**src/hdl/cia_pkg.sv**
```systemverilog
// Package for the checked integer ALU: opcodes, payload structs and stage records.
// No dependencies; used by every module of the block except cia_mul.
package cia_pkg;

    localparam int unsigned DivSteps  = 64;

    typedef enum logic [4:0] {
        CMD_ADD    = 5'd0,
        CMD_SUB    = 5'd1,
        CMD_MUL    = 5'd2,
        CMD_DIV    = 5'd3,
        CMD_MOD    = 5'd4,
        CMD_GT     = 5'd5,
        CMD_LT     = 5'd6,
        CMD_GE     = 5'd7,
        CMD_LE     = 5'd8,
        CMD_EQ     = 5'd9,
        CMD_NE     = 5'd10,
        CMD_NEG    = 5'd11,
        CMD_POS    = 5'd12,
        CMD_AND    = 5'd13,
        CMD_OR     = 5'd14,
        CMD_BOOLEQ = 5'd15,
        CMD_BOOLNE = 5'd16,
        CMD_NOT    = 5'd17
    } cmd_t;

    typedef struct packed {
        logic [4:0]         command;
        logic               a_is_bool;
        logic               b_is_bool;
        logic signed [63:0] operand_a;
        logic signed [63:0] operand_b;
        logic               range_valid;
        logic signed [63:0] range_min;
        logic signed [63:0] range_max;
    } in_item_t;

    typedef struct packed {
        logic               result_valid;
        logic               overflow;
        logic               result_is_bool;
        logic signed [63:0] result_value;
    } out_item_t;

    // Decoded result of the front stage, carried along the pipeline.
    typedef struct packed {
        logic        is_mul;
        logic        is_div;
        logic        is_mod;
        logic        neg_q;
        logic        neg_r;
        logic        rv;
        logic [63:0] rmin;
        logic [63:0] rmax;
        logic        valid;
        logic        ovf;
        logic        isbool;
        logic [63:0] val;
    } ctl_t;

    function automatic logic slt(input logic [63:0] a, input logic [63:0] b);
        return $signed(a) < $signed(b);
    endfunction

endpackage

```
**src/hdl/cia_front.sv**
```systemverilog
// Front stage of the checked integer ALU: opcode decode, simple results, operand magnitudes.
// Depends on cia_pkg.
module cia_front (
    input  cia_pkg::in_item_t in_item,
    output cia_pkg::ctl_t     ctl,
    output logic [63:0]       mag_a,
    output logic [63:0]       mag_b
);
    logic        unary;
    logic        match;
    logic        aint;
    logic        na;
    logic        nb;
    logic [63:0] a;
    logic [63:0] b;
    logic [63:0] r;

    always_comb begin
        a     = in_item.operand_a;
        b     = in_item.operand_b;
        na    = a[63];
        nb    = b[63];
        mag_a = na ? (64'd0 - a) : a;
        mag_b = nb ? (64'd0 - b) : b;
        aint  = !in_item.a_is_bool;
        unary = in_item.command inside {cia_pkg::CMD_NEG, cia_pkg::CMD_POS, cia_pkg::CMD_NOT};
        match = unary || (in_item.a_is_bool == in_item.b_is_bool);
        r     = '0;
        ctl        = '0;
        ctl.neg_q  = na ^ nb;
        ctl.neg_r  = na;
        ctl.rv     = in_item.range_valid;
        ctl.rmin   = in_item.range_min;
        ctl.rmax   = in_item.range_max;
        if (match) begin
            case (in_item.command)
                cia_pkg::CMD_ADD: begin
                    if (aint) begin
                        r = a + b;
                        if (((a ^ r) & (b ^ r)) >> 63 != 64'd0) ctl.ovf = 1'b1;
                        else begin
                            ctl.valid = 1'b1;
                            ctl.val   = r;
                        end
                    end
                end
                cia_pkg::CMD_SUB: begin
                    if (aint) begin
                        r = a - b;
                        if (((a ^ b) & (a ^ r)) >> 63 != 64'd0) ctl.ovf = 1'b1;
                        else begin
                            ctl.valid = 1'b1;
                            ctl.val   = r;
                        end
                    end
                end
                cia_pkg::CMD_MUL: ctl.is_mul = aint;
                cia_pkg::CMD_DIV, cia_pkg::CMD_MOD: begin
                    if (aint && b != 64'd0) begin
                        if (b == '1 && (a == 64'h8000_0000_0000_0000 ||
                                        (in_item.range_valid && a == in_item.range_min))) begin
                            ctl.ovf = 1'b1;
                        end else begin
                            ctl.is_div = (in_item.command == cia_pkg::CMD_DIV);
                            ctl.is_mod = (in_item.command == cia_pkg::CMD_MOD);
                        end
                    end
                end
                cia_pkg::CMD_GT: begin
                    ctl.valid = aint; ctl.isbool = aint; ctl.val = {63'd0, cia_pkg::slt(b, a)};
                end
                cia_pkg::CMD_LT: begin
                    ctl.valid = aint; ctl.isbool = aint; ctl.val = {63'd0, cia_pkg::slt(a, b)};
                end
                cia_pkg::CMD_GE: begin
                    ctl.valid = aint; ctl.isbool = aint; ctl.val = {63'd0, !cia_pkg::slt(a, b)};
                end
                cia_pkg::CMD_LE: begin
                    ctl.valid = aint; ctl.isbool = aint; ctl.val = {63'd0, !cia_pkg::slt(b, a)};
                end
                cia_pkg::CMD_EQ: begin
                    ctl.valid = aint; ctl.isbool = aint; ctl.val = {63'd0, a == b};
                end
                cia_pkg::CMD_NE: begin
                    ctl.valid = aint; ctl.isbool = aint; ctl.val = {63'd0, a != b};
                end
                cia_pkg::CMD_NEG: begin
                    if (aint) begin
                        if (a == 64'h8000_0000_0000_0000) ctl.ovf = 1'b1;
                        else begin
                            ctl.valid = 1'b1;
                            ctl.val   = 64'd0 - a;
                        end
                    end
                end
                cia_pkg::CMD_POS: begin
                    ctl.valid = aint; ctl.val = a;
                end
                cia_pkg::CMD_AND: begin
                    ctl.valid = !aint; ctl.isbool = !aint; ctl.val = {63'd0, a[0] & b[0]};
                end
                cia_pkg::CMD_OR: begin
                    ctl.valid = !aint; ctl.isbool = !aint; ctl.val = {63'd0, a[0] | b[0]};
                end
                cia_pkg::CMD_BOOLEQ: begin
                    ctl.valid = !aint; ctl.isbool = !aint; ctl.val = {63'd0, ~(a[0] ^ b[0])};
                end
                cia_pkg::CMD_BOOLNE: begin
                    ctl.valid = !aint; ctl.isbool = !aint; ctl.val = {63'd0, a[0] ^ b[0]};
                end
                cia_pkg::CMD_NOT: begin
                    ctl.valid = !aint; ctl.isbool = !aint; ctl.val = {63'd0, ~a[0]};
                end
                default: ctl.valid = 1'b0;
            endcase
        end
        if (!ctl.valid) ctl.val = '0;
    end

endmodule

```
**config.mk**
```make
export PLATFORM = sky130hd
export DESIGN_NAME = cia_front
export DESIGN_NICKNAME = d
export VERILOG_FILES = /design/src/hdl/cia_pkg.sv /design/src/hdl/cia_front.sv
export SDC_FILE = /design/constraint.sdc
export NUM_CORES = 1
export LEC_CHECK = 0
export BUFFER_PORTS_ARGS = -buffer_cell sky130_fd_sc_hd__buf_2
export CORE_AREA = 2 2 233 235
export DETAILED_ROUTE_END_ITERATION = 7
export DIE_AREA = 0 0 235 237
export PLACE_DENSITY = 0.58
export SETUP_SLACK_MARGIN = 0.5
export SLEW_MARGIN = 20
export SYNTH_ARGS = -nofsm -noshare
export SYNTH_HDL_FRONTEND = slang
export SYNTH_SLANG_ARGS = --single-unit
```
**constraint.sdc**
```tcl
create_clock -name vclk -period 4.85
set_input_delay 0.7275 -clock vclk [all_inputs]
set_output_delay 0.7275 -clock vclk [all_outputs]
set_load 0.005 [all_outputs]
```
==> results_dict.tcl <==
set metrics [dict create \
    gr-usage-all-layers_pct 42.36 \
    synth.area.mux_share_pct 0.3507 \
    postPlaceCellArea_mm2 0.02561 \
    avgSynthCellArea_um2 6.236 \
    wl_met1_um 49460 \
    vias 27980 \
    crit_path_max_incr_delay_ns 0.55 \
    final_antenna_net_count 0 \
    area_growth_pct 82.03 \
    first_pass_iters 7 \
    final_cell_area_mm2 0.03117 \
    relSlewSlack_pct 47.49 \
    viasPerCell 6.003 \
    final_core_utilization_pct 58.50 \
    drive_gt1_share_pct 50.21 \
    layout_commonest_cell "buf_4" \
    p_leak_nw 14.07 \
    drc 0 \
    path_max_fanout 6 \
    dieArea_mm2 0.05570 \
    whs_endpoint "ctl[103]" \
    place_inst 4477 \
    dr_wl_met2_um 53820 \
    rsz0062_at_grt "yes" \
    worstMarginPinSlew_ns 0.7778 \
    port_buffers 465 \
    nFillCells 5066 \
    fmax_ghz 0.1940 \
    wirelength_um 127100 \
    cp_slowest_cell "or4_4" \
    syn_inst 2746 \
    setup_slack_ns -0.3037 \
    grt_pass1_vias 26540 \
    fin_crit_ns 5.154 \
    dp_hpwl_um 101400 \
    hold_start "in_item[36]" \
    synth_simple_gate_area_share_pct 28.99 \
    seq_area_frac_synth_pct 0 \
    pre_cts_ws_ns -0.5902 \
    critical_path.most_common_cell "or3_4" \
    top_layer "met5" \
    die_h_um 237 \
    rows 85 \
    design.core.area_mm2 0.05328 \
    syn_area_mm2 0.01712 \
    violations "negative setup slack" \
    setup-violations-final 72 \
    wl_met3_um 14630 \
    final.clkbuf_count 0 \
    maxCapViolCount 0 \
    irDropWorstVdd_mv 0.06672 \
    flops_and_latches 0 \
    critPathRequiredTime_ns 4.12 \
    critical_path_class "input port to output pin" \
    initial_core_util_pct 32.14 \
    grt.overflow.total 0 \
    io-pin-count 593 \
    min_period_over_period_pct 106.3 \
    final_nets 4425 \
    cts-hold-fix-buffers 0 \
    synth_top_family_by_area "compound AO/OA/AOI/OAI gates" \
    layout.cells.non_filler 4661 \
    grt_max_degree 44 \
    drt_iter0_drc 3737 \
    synth_xor_area_share_pct 10.23 \
    yosysUniqueCellTypes 78 \
    hold_path.class "input port to output pin" \
    final_cell_mix "buf_4 (904), buf_2 (446), nand2_1 (205), a21oi_1 (192), xnor2_1 (191)" \
    pwr_density_cell_mw_per_mm2 110.8 \
    synth_compound_area_share_pct 31.91 \
    seqCellArea_um2 0 \
    antenna_found_initial 9 \
    syn_nets 3208 \
    worstPathArrival_ns 4.43 \
    place.gp.congestion 1.082 \
    slew_viol_final 0 \
    synth-adder-area-share_pct 14.56 \
    synth_warnings 0 \
    grt_pass1_wl_um 178000 \
    hold_violations 0 \
    start_kind "input port" \
    fp.dieW_um 235 \
    worstPathCellList "buf_2 > buf_6 > or3_4 > or3_4 > or4_4 > inv_2 > nand3_2 > or3_4 > or3_4 > or3_4 > or3_4 > o31ai_4 > xnor2_1 > buf_2" \
    critPathCaptureType "output pin" \
    routedWlPerCell_um 27.26 \
    status "finished, violations left" \
    min_path_cells 0 \
]
[how the worst max path moves through the flow]
stage               cells after the start         to    startpoint
floorplan                              12  mag_b[61]  in_item[133]
global route                           14  mag_b[61]  in_item[137]
finish                                 14  mag_b[61]  in_item[137]
CTS                                    14  mag_b[61]  in_item[133]
detailed placement                     15     ctl[5]  in_item[169]
global placement                       15     ctl[5]  in_item[179]
[cell type report]
type | count | area [um^2] | area share, %
diodes | 4 | 10.01 | 0.03211
repair buffers | 1510 | 11330 | 36.35
multi-input cells | 2242 | 18160 | 58.26
inverters | 209 | 797.0 | 2.557
well taps | 696 | 870.8 | 2.794
[synth_stat cells (68+ instances only)]
library cell	number	area share (%)
nand2_1	223	4.9
nand4_1	86	3.1
clkbuf_1	140	3.1
nor2_1	198	4.3
buf_4	132	5.8
or3_1	69	2.5
xnor2_1	195	10
o21ai_0	205	6.0
nand3_1	68	2.0
inv_1	201	4.4
ha_1	196	14
nor3_1	96	2.8
a21oi_1	254	7.4
[where the power goes]
part	total, W	leakage [nW]	internal [W]	switching [W]
Clock	0.0000000000202	0.0000283	0.0000000000202	0
Sequential	0	0	0	0
Combinational	0.00345	14.1	0.00153	0.00192
Total	0.00345	14.1	0.00153	0.00192
[critical path: cells and delay by family]
family	cells	cell delay [ns]
XOR/XNOR	1	0.15
buffers and inverters	4	0.51
AND/OR/NAND/NOR	8	2.86
AO/OA/AOI/OAI	1	0.18
[through the flow]
stage	hold WS (ns)	TNS (ns)	power, W
after floorplan	1.490	0	0.001297
after global placement	1.455	-22.65	0.002842
after detailed placement	1.455	-25.37	0.002824
after CTS	1.455	-1.290	0.003259
after global routing	1.455	-13.14	0.003591
final	1.455	-8.555	0.003453
[layer usage]
metal | up-vias | global-route usage (%)
met3 | 417 | 8.895
met5 | - | 0
met4 | 8 | 24.03
met2 | 1974 | 65.64
met1 | 13280 | 54.37
li1 | 12300 | -
[cells by family (layout without fill, tap and decap cells)]
kind of cell	Yosys count	after routing
AND/OR/NAND/NOR	976	976
AO/OA/AOI/OAI	862	862
buffers and inverters	504	1719
XOR/XNOR	200	200
adder cells (fa/ha/maj)	198	198
multiplexers	6	6
other	0	4
[timing repair]
item                       4_1_cts  5_1_grt
buffers inserted               126       40
pin swaps                      148       66
gates resized for setup        673      114
setup endpoints to repair      112       99
gates cloned                    11        3
(Power assumes the default switching activity.)
